==> src/smx_pkg.sv <==
// ----------------------------------------------------------------------------
// smx_pkg
// Shared constants, register codes and helpers for the stereo mixer core.
// ----------------------------------------------------------------------------
package smx_pkg;

  localparam int MAX_CH   = 4;
  localparam int Q_SHIFT  = 14;
  localparam int OUT_W    = 19;
  localparam int CFG_W    = 64;
  localparam int FIELD_W  = 16;

  localparam logic [15:0] GAIN_MAX   = 16'd19661;
  localparam logic [15:0] PAN_CENTER = 16'd8192;
  localparam logic [15:0] PAN_FULL   = 16'd16384;
  localparam logic [14:0] Q_ONE      = 15'd16384;

  localparam logic [63:0] GAINS_RST  = 64'h4000_4000_4000_4000;
  localparam logic [63:0] PANS_RST   = 64'h2000_2000_2000_2000;
  localparam logic [14:0] MGAIN_RST  = 15'd16384;

  typedef enum logic [1:0] {
    REG_CH_GAINS = 2'd0,
    REG_CH_PANS  = 2'd1,
    REG_MGAIN_L  = 2'd2,
    REG_MGAIN_R  = 2'd3
  } cfg_reg_t;

  // master section controls handed to the merge stage
  typedef struct packed {
    logic [14:0] gain_l;
    logic [14:0] gain_r;
    logic [1:0]  mute;
  } master_ctl_t;

  function automatic logic [14:0] clamp_gain(input logic [15:0] g);
    logic [14:0] res;
    res = (g > GAIN_MAX) ? GAIN_MAX[14:0] : g[14:0];
    return res;
  endfunction

endpackage

==> src/smx_merge.sv <==
// ----------------------------------------------------------------------------
// smx_merge
// Sum the lanes per side, then apply master gain or master mute.
// ----------------------------------------------------------------------------
module smx_merge #(
  parameter int CHANNELS    = 4,
  parameter int SAMPLE_BITS = 16
) (
  input  logic                          clk,
  input  logic                          load,
  input  logic signed [SAMPLE_BITS+1:0] lane_l [CHANNELS],
  input  logic signed [SAMPLE_BITS+1:0] lane_r [CHANNELS],
  input  smx_pkg::master_ctl_t          mctl,
  output logic signed [18:0]            main_left,
  output logic signed [18:0]            main_right
);

  localparam int SW = SAMPLE_BITS + 4;
  localparam int MW = SW + 16;

  logic signed [SW-1:0] sum_l;
  logic signed [SW-1:0] sum_r;
  logic signed [SW-1:0] sum_l_r;
  logic signed [SW-1:0] sum_r_r;
  logic [14:0]          gl_c;
  logic [14:0]          gr_c;
  logic signed [MW-1:0] prod_l;
  logic signed [MW-1:0] prod_r;

  always_comb begin
    sum_l = '0;
    sum_r = '0;
    for (int i = 0; i < CHANNELS; i++) begin
      sum_l = sum_l + SW'(lane_l[i]);
      sum_r = sum_r + SW'(lane_r[i]);
    end
  end

  always_ff @(posedge clk) begin
    sum_l_r <= sum_l;
    sum_r_r <= sum_r;
  end

  assign gl_c   = smx_pkg::clamp_gain({1'b0, mctl.gain_l});
  assign gr_c   = smx_pkg::clamp_gain({1'b0, mctl.gain_r});
  assign prod_l = sum_l_r * $signed({1'b0, gl_c});
  assign prod_r = sum_r_r * $signed({1'b0, gr_c});

  // output register: hold until the next frame reaches this stage
  always_ff @(posedge clk) begin
    if (load) begin
      main_left  <= mctl.mute[0] ? '0 : smx_pkg::OUT_W'(prod_l >>> smx_pkg::Q_SHIFT);
      main_right <= mctl.mute[1] ? '0 : smx_pkg::OUT_W'(prod_r >>> smx_pkg::Q_SHIFT);
    end
  end

endmodule

==> config.mk <==
export PLATFORM = sky130hd
export DESIGN_NAME = smx_merge
export DESIGN_NICKNAME = d
export VERILOG_FILES = /design/src/smx_pkg.sv /design/src/smx_merge.sv
export SDC_FILE = /design/constraint.sdc
export NUM_CORES = 2
export LEC_CHECK = 0
export BUFFER_PORTS_ARGS = -buffer_cell sky130_fd_sc_hd__buf_4
export CAP_MARGIN = 20
export CORE_UTILIZATION = 51
export CTS_BUF_LIST = sky130_fd_sc_hd__clkbuf_8
export DETAILED_ROUTE_END_ITERATION = 12
export PLACE_DENSITY = 0.7
export SETUP_SLACK_MARGIN = 0.5
export SLEW_MARGIN = 0
export SYNTH_ARGS = -nofsm -noshare
export SYNTH_HDL_FRONTEND = slang
export SYNTH_SLANG_ARGS = --single-unit
==> constraint.sdc <==
create_clock -name clk -period 24 [get_ports clk]
set_input_delay 1.2 -clock clk [delete_from_list [all_inputs] [get_ports clk]]
set_output_delay 1.2 -clock clk [all_outputs]
set_load 0.01 [all_outputs]
==> metrics <==
Min-Delay Endpoint=sum_l_r[0]; top library cells by usage in the layout, fill and taps aside=fa_1, inv_1, nand2_1, buf_4, and2_1; Fin. Hold Viols=0; CTS Buf Count=9; RSZ-0062 raised after global routing=false; Hold Buf Count CTS=0; Final Max Tran Viols=0; Syn Area/Cell=about 9.6 um^2; min Tclk post-route=about 9.2 ns; drt pass-1 iters=6; Cell Rows=just over 80; TritonCTS clock tree=built; CP max FO=30; Setup violations, final=0; Slew headroom=0.3567; Synth Cell Area=around 26000 um^2; maxcap violations=0; post-detailed-route count of antenna-violating nets=0; die area=just over 50000 um^2; Synth Instances=~2700; hold-critical path depth=2; postcts setup bufs=0; post-synthesis sequential area ratio=0.07513; period utilization=0.3839; Layout Skew=~0.020 ns; achievable frequency=around 110 MHz; Synth Flop Type=dfxtp_1; total gr overflow=0; DP HPWL=roughly 49000 um; status=completed; CTS clk-pin slew, worst paths=around 0.1 ns; Worst Path Required=24.20 ns; GP Congestion=0.8721; vias per inst=around 5.3; die width=227.1 um; WL final=around 60000 um; detailed-route via count=18400; CP dominant cell by count=fa_1; Post-Syn Nets=around 3700; slowest CP cell=o31ai_4; Worst setup SP type=primary input; Worst-Margin Slew=0.9649 ns; PortBufs=roughly 220; kind of critical path=primary input to flop; CP top delay family=adder cells; Critical Path Max Stage Delay=between 0.6 and 0.7 ns; most common library cell in the layout ignoring fill and taps=fa_1; core area=about 50000 um^2; DRT iter0 DRCs=between 1000 and 1500; initial antenna violation count=0; worst reg2reg setup slack=16.85 ns; number of synthesized flops with an enable pin=38; drt drc=0; CTS HTree Levels=3; HP Class=primary input to flop; Nets=approximately 3800; Longest Clk Path Bufs=2; total negative slack=0 ns; Resized Gates After CTS=0; Crit Reg-Reg Endpoint=main_left[12]; Initial Util=0.5162; die span in y=~230 um; root buf cell=clkbuf_8; largest net degree at the start of global routing=a little under 70; Total GRT Usage=0.2494; share of synthesized registers carrying an async set or reset=0; worst path buffer plus inverter count=5; RR Startpoint=sum_l_r[7]; layout cells sized above 1=0.09507; Area growth syn-to-layout=9.096%; Seq cells post-synth=78; Arr. time, crit path=about 9.4 ns; Wirelength per Cell=approximately 17 um; Critical Path Sink Type=flop; vias in the first global route=roughly 20000; post-synthesis cell type count=slightly below 70; clk_lat worst skew=0.46 ns; hold_sp=lane_l[54]; Critical Path Source=mctl[21]; warning count from the yosys run=0; first-pass GRT wire length=just over 100000 um; R2R cell count=22; Ports=around 220; CTS sink count=about 80
[through the flow]
| step | hold slack [ns] | instances | setup WS (ns) | utilization | instance area (um^2) |
|---|---|---|---|---|---|
| floorplan | 0.7296 | 2693 | 15.64 | - | 25850 |
| global placement | 1.090 | 3474 | 14.26 | 0.5583 | 27950 |
| detailed placement | 1.092 | 3474 | 14.06 | 0.5583 | 27950 |
| CTS | 0.9219 | 3490 | 14.56 | 0.5629 | 28180 |
| global route | 0.9410 | 3491 | 14.36 | 0.5631 | 28190 |
| finish | 0.9602 | 3492 | 14.79 | 0.5632 | 28200 |
[worst register-to-register path: stages, from the launching register on]
cell     delay (ns)
dfxtp_1        0.88
and3_1         0.32
fa_1           0.43
inv_1          0.10
fa_1           0.45
fa_1           0.51
inv_1          0.05
fa_1           0.48
fa_1           0.50
inv_1          0.05
fa_1           0.47
inv_1          0.04
ha_1           0.29
a21o_1         0.16
a21o_1         0.17
a21oi_1        0.19
o22ai_1        0.18
o41ai_1        0.72
o21ai_1        0.22
a21o_1         0.25
a21oi_1        0.17
xor2_1         0.20
nor2_1         0.06
[kinds of logic (layout without fill, tap and decap cells)]
group / Yosys count / after routing / share of synthesized area
and+or+nand+nor: 806 / 806 / 0.1604
DFF: 78 / 78 / 0.07513
adders and majority gates: 826 / 826 / 0.5823
AOI/OAI and AO/OA: 158 / 158 / 0.04429
xor gates and xnor gates: 92 / 92 / 0.03118
other: 0 / 1 / 0
buffers and inverters: 733 / 859 / 0.1067
[layer usage]
| layer | wire length, um | share of wire | up-vias | global-route usage |
|---|---|---|---|---|
| met5 | 0 | 0 | - | 0 |
| met2 | 29430 | 0.49 | 591 | 0.4143 |
| met1 | 25320 | 0.42 | 9449 | 0.3397 |
| met3 | 3436 | 0.058 | 99 | 0.03962 |
| li1 | - | - | 8264 | - |
| met4 | 1469 | 0.025 | 0 | 0.06820 |
[layout make-up]
type	instances	area, um^2
timing repair buffer	224	1687
clock buffer	9	123.9
antenna	1	2.502
inverter	619	2323
multi-input combinational	1882	21170
clock inverter	7	103.9
fill	4428	21870
sequential	78	1942
tap	672	840.8
[cell usage after synthesis, drive strengths merged, types with 4 or more instances]
master   number  share of area
a31oi         5         0.0012
a21o         20         0.0058
dfxtp        40          0.031
or3           8         0.0019
and3        110          0.027
inv         619          0.090
o21ai        32         0.0072
clkbuf      111          0.016
nand4         6         0.0015
nor2         72          0.010
nand2b       22         0.0053
o31ai         9         0.0026
edfxtp       38          0.044
xor2         20         0.0068
a21boi        4         0.0012
a211oi       11         0.0041
nor3         16         0.0033
nor2b        36         0.0087
nor4          4         0.0015
xnor2        72          0.024
o21a          9         0.0026
ha          198          0.096
a21oi        37         0.0073
a2111oi       5         0.0022
and2        216          0.052
o41ai         6         0.0030
o211ai        4         0.0014
fa          628           0.49
nand3        13         0.0025
nand2       290          0.042
or2           5         0.0012
[sequential cells by signal, summed over array words and instances, names as in the netlist]
name,flops
sum_r_r,20
main_right,19
sum_l_r,20
main_left,19
[worst max path at each step]
stage,end,cells after the start
final,main_left[12],27
after global routing,main_left[16],27
after CTS,main_left[16],23
after detailed placement,main_left[16],23
after global placement,main_left[16],23
after floorplan,main_left[16],28
Power is left out: the tool's default activity adds up to more than one toggle a clock period on the data nets, which glitch-free logic cannot reach.
