--- src/smx_pkg.sv ---
// ----------------------------------------------------------------------------
// smx_pkg
// Shared constants, register codes and helpers for the stereo mixer core.
// ----------------------------------------------------------------------------
package smx_pkg;

  localparam int MAX_CH   = 4;
  localparam int Q_SHIFT  = 14;
  localparam int OUT_W    = 19;
  localparam int CFG_W    = 64;
  localparam int FIELD_W  = 16;

  localparam logic [15:0] GAIN_MAX   = 16'd19661;
  localparam logic [15:0] PAN_CENTER = 16'd8192;
  localparam logic [15:0] PAN_FULL   = 16'd16384;
  localparam logic [14:0] Q_ONE      = 15'd16384;

  localparam logic [63:0] GAINS_RST  = 64'h4000_4000_4000_4000;
  localparam logic [63:0] PANS_RST   = 64'h2000_2000_2000_2000;
  localparam logic [14:0] MGAIN_RST  = 15'd16384;

  typedef enum logic [1:0] {
    REG_CH_GAINS = 2'd0,
    REG_CH_PANS  = 2'd1,
    REG_MGAIN_L  = 2'd2,
    REG_MGAIN_R  = 2'd3
  } cfg_reg_t;

  // master section controls handed to the merge stage
  typedef struct packed {
    logic [14:0] gain_l;
    logic [14:0] gain_r;
    logic [1:0]  mute;
  } master_ctl_t;

  function automatic logic [14:0] clamp_gain(input logic [15:0] g);
    logic [14:0] res;
    res = (g > GAIN_MAX) ? GAIN_MAX[14:0] : g[14:0];
    return res;
  endfunction

endpackage

--- src/smx_lane.sv ---
// ----------------------------------------------------------------------------
// smx_lane
// One channel strip: gain multiply, then linear pan split to left and right.
// ----------------------------------------------------------------------------
module smx_lane #(
  parameter int SAMPLE_BITS = 16
) (
  input  logic                          clk,
  input  logic signed [SAMPLE_BITS-1:0] sample,
  input  logic                          en,
  input  logic [15:0]                   gain,
  input  logic [15:0]                   pan,
  output logic signed [SAMPLE_BITS+1:0] left,
  output logic signed [SAMPLE_BITS+1:0] right
);

  localparam int XW  = SAMPLE_BITS + 2;
  localparam int P1W = SAMPLE_BITS + 16;
  localparam int P2W = XW + 16;

  logic [14:0]           gain_c;
  logic signed [P1W-1:0] prod_g;
  logic signed [XW-1:0]  x_r;
  logic [15:0]           pan_c;
  logic [15:0]           pan_rem;
  logic [14:0]           fac_l;
  logic [14:0]           fac_r;
  logic signed [P2W-1:0] prod_l;
  logic signed [P2W-1:0] prod_r;

  assign gain_c = smx_pkg::clamp_gain(gain);
  assign prod_g = sample * $signed({1'b0, gain_c});

  // a disabled channel contributes zero
  always_ff @(posedge clk) begin
    x_r <= en ? XW'(prod_g >>> smx_pkg::Q_SHIFT) : '0;
  end

  // pan factors; the side toward which the pan leans stays at unity
  always_comb begin
    pan_c   = (pan > smx_pkg::PAN_FULL) ? smx_pkg::PAN_FULL : pan;
    pan_rem = smx_pkg::PAN_FULL - pan_c;
    fac_l   = (pan_c > smx_pkg::PAN_CENTER) ? {pan_rem[13:0], 1'b0} : smx_pkg::Q_ONE;
    fac_r   = (pan_c < smx_pkg::PAN_CENTER) ? {pan_c[13:0], 1'b0} : smx_pkg::Q_ONE;
  end

  assign prod_l = x_r * $signed({1'b0, fac_l});
  assign prod_r = x_r * $signed({1'b0, fac_r});

  // factors never exceed unity, so the shifted products fit the lane width
  always_ff @(posedge clk) begin
    left  <= XW'(prod_l >>> smx_pkg::Q_SHIFT);
    right <= XW'(prod_r >>> smx_pkg::Q_SHIFT);
  end

endmodule

--- config.mk ---
export PLATFORM = sky130hd
export DESIGN_NAME = smx_lane
export DESIGN_NICKNAME = d
export VERILOG_FILES = /design/src/smx_pkg.sv /design/src/smx_lane.sv
export SDC_FILE = /design/constraint.sdc
export NUM_CORES = 2
export LEC_CHECK = 0
export BUFFER_PORTS_ARGS = -buffer_cell sky130_fd_sc_hd__buf_2
export CAP_MARGIN = 20
export CORE_MARGIN = 1.5
export CORE_UTILIZATION = 35
export CTS_CLUSTER_DIAMETER = 120
export DETAILED_ROUTE_END_ITERATION = 10
export HOLD_SLACK_MARGIN = 0.1
export SLEW_MARGIN = 40
export SYNTH_ARGS = -nofsm -noshare
export SYNTH_HDL_FRONTEND = slang
export SYNTH_SLANG_ARGS = --single-unit
--- constraint.sdc ---
create_clock -name clk -period 14.2 [get_ports clk]
set_clock_uncertainty 0.05 [all_clocks]
set_input_delay 0.71 -clock clk [delete_from_list [all_inputs] [get_ports clk]]
set_output_delay 0.71 -clock clk [all_outputs]
set_load 0.02 [all_outputs]
==> metrics.csv <==
stage,metric,value,unit
run_status,outcome,finished clean,
grt,largest net degree at the start of global routing,45,
clock_network,hold_buf cts,0,
synthesis,sequential-to-total area share from yosys stat,3.74,%
clock_network,Resized Gates After CTS,0,
min_path,Hold WC Path Type,input port to flop,
power,PwrDens,208,nW/um^2
setup_path,CP most frequent cell,fa_1,
final_layout,Layout area overhead,5.87,%
grt,GRT Residual Overflow,0,
grt,first-pass GRT wire length,114,mm
clock_network,# clock sinks,54,
final_layout,Nets,4231,
clock_network,H-tree depth,2,
synthesis,Cell variety after synth,66,
synthesis,syn_nets,4246,
final_layout,layout cell share with drive strength beyond 1,4.75,%
detailed_routing,Routed WL per cell,15.7,microns
synthesis,most frequent cell after synthesis,inv_1,
grt,gr usage total,16.8,%
floorplanning,die area,84400,sq um
detailed_routing,Routed WL,67.3,mm
floorplanning,Ports,86,
detailed_routing,vias per cell,4.75,
synthesis,Post-synth ARST share,0,%
floorplanning,Die X,290,microns
sta,final setup fails,0,
detailed_routing,Detail Route Antenna Nets,0,
setup_path,crit path max fanout,37,
detailed_routing,via count,20300,
place,routability cong.,0.844,
place,port bufs,85,
setup_path,critical path launch point type,input port,
sta,relative slew slack,43.0,%
synthesis,Yosys top cell by area,fa_1,
clock_network,Root Buffer,clkbuf_16,
synthesis,share of the synthesized area in the top cell type,48.9,%
synthesis,top_reg_cell synth,dfxtp_1,
sta,Hold Slack,627,ps
synthesis,mean area per synthesized cell,8.99,sq um
sta,Slew @ Worst Pin,854,ps
sta,setup TNS,0,ps
floorplanning,Site Rows,105,
final_layout,multi-input logic area,24100,sq um
grt,initial antenna violation count,6,
clock_network,clk slew on worst S/H paths,80,ps
sta,endpoints failing hold,0,
place,Detailed Place HPWL,55.2,mm
floorplanning,core box area,82000,sq um
synthesis,Synth area leaders,"fa_1, ha_1, inv_1, nand2_1, and2_1",
setup_path,crit path max-delay cell type,fa_1,
clock_network,TritonCTS Buffers,5,
sta,crit share post-route,61.5,%
setup_path,CP Data Required Time,14390,ps
setup_path,CP peak stage delay,870,ps
detailed_routing,DRC,0,
clock_network,worst skew pair latency,350,ps
setup_path,WP data arrival,8920,ps
final_layout,register area,1080,sq um
synthesis,Ys Warns,0,
synthesis,post-synthesis register bit count,54,
sta,Max Clock Freq,115,MHz
setup_path,Setup CP Type,input port to flop,
sta,"Slew Viols, Final",0,
power,Max VDD drop,0.236,mV
power,Pleak,0.0168,uW
setup_path,CP Capture Type,flop,
synthesis,Commonest cells post-synth,"inv_1, fa_1, nand2_1",
synthesis,Netlist Area Pre-Place,28900,sq um
flow_run,max_cap viols,0,
synthesis,Gate Count Post-Synth,3217,
detailed_routing,DRT Pass-1 Iters,5,
place,Place WS,5100,ps
final_layout,Fillers,8513,
floorplanning,chip height,290,microns
grt,vias in the first global route,22000,
detailed_routing,1st-iter DRT viols,817,
sta,PnR worst setup slack,5470,ps
clock_network,TritonCTS clock tree,done,
clock_network,setup repair bufs after CTS,0,
sta,Final Critical Period,8730,ps
sta,RSZ-0062 raised after global routing,no,
floorplanning,Initial Util,35.3,%
synthesis,"EDFF count, synth",0,
clock_network,Max Root-Sink Buffers,2,
-- cell usage in the layout, fill, tap and decap left out, drive strengths merged, types with 5 or more instances in the layout --
cell	synthesis	final
nor4	8	8
a21o	19	19
a21oi	35	35
a31oi	9	9
nand4	7	7
ha	272	272
nand2	436	436
xnor2	57	57
nor2	56	56
and2	190	190
nor2b	34	34
nand3	21	21
and3	140	140
o21ai	22	22
o21a	11	11
clkbuf	131	5
and4	5	5
fa	707	707
inv	863	864
dfxtp	54	54
nand2b	11	11
xor2	24	24
buf	12	121
o2111ai	5	5
a211oi	9	9
nor3	18	18
-- worst max-delay path: cells and delay by family --
kind / cells / cell delay (ps)
buf+inv: 7 / 860
simple gates: 5 / 1660
mux: 1 / 290
fa+ha+maj: 7 / 3760
compound gates: 7 / 1650
-- metrics by stage --
stage	area [sq um]	total power, uW	std cells	util (%)
finish	30600	6370	4274	37.3
global route	30600	7340	4274	37.3
CTS	30600	6470	4273	37.3
detailed placement	30400	6260	4265	37.1
global placement	30400	6200	4265	37.1
floorplan	28900	4910	3217	-
-- cells by family after synthesis --
logic type	synth area share, %
compound gates	3.68
xor+xnor	2.45
fa+ha+maj	60.7
buf+inv	13.1
flops	3.74
mux	0.0736
simple gates	16.3
-- layer usage --
| metal | track usage (%) | part of all wire (%) | up-vias |
|---|---|---|---|
| met3 | 1.57 | 3.8 | 75 |
| met2 | 29.4 | 50 | 409 |
| met4 | 3.93 | 1.9 | 8 |
| met5 | 0 | 0.070 | - |
| li1 | - | - | 9384 |
| met1 | 22.3 | 44 | 10400 |
-- report_power, final --
| part | total [uW] | switching (uW) | internal, uW |
|---|---|---|---|
| sequential | 311 | 34.6 | 277 |
| combinational | 5890 | 3410 | 2490 |
| clock | 162 | 76.5 | 85.0 |
| total | 6370 | 3520 | 2850 |
-- cell type report --
class                           instances  share of cell area [%]
Timing Repair Buffer                  121                    2.27
Tap cell                             1070                    4.37
Multi-Input combinational cell       2157                    78.7
Clock inverter                          3                   0.159
Clock buffer                            5                   0.409
Inverter                              863                    10.6
Antenna cell                            1                 0.00817
Sequential cell                        54                    3.53
-- worst paths after layout --
kind / startpoint / end / slack (ps) / depth (start not counted)
setup / recovery: gain[8] / x_r[17]$_SDFF_PN0_ / 5470 / 27
hold / removal: en / x_r[14]$_SDFF_PN0_ / 630 / 3
setup reg to reg: x_r[7]$_SDFF_PN0_ / left[12]$_DFF_P_ / 7610 / 22
hold reg to reg: x_r[17]$_SDFF_PN0_ / right[17]$_DFF_P_ / 960 / 4
-- registers in the layout, summed over array words and instances (netlist names) --
| signal | cells |
|---|---|
| x_r | 18 |
| right | 18 |
| left | 18 |
No activity file was read; power rests on OpenSTA's default activity.
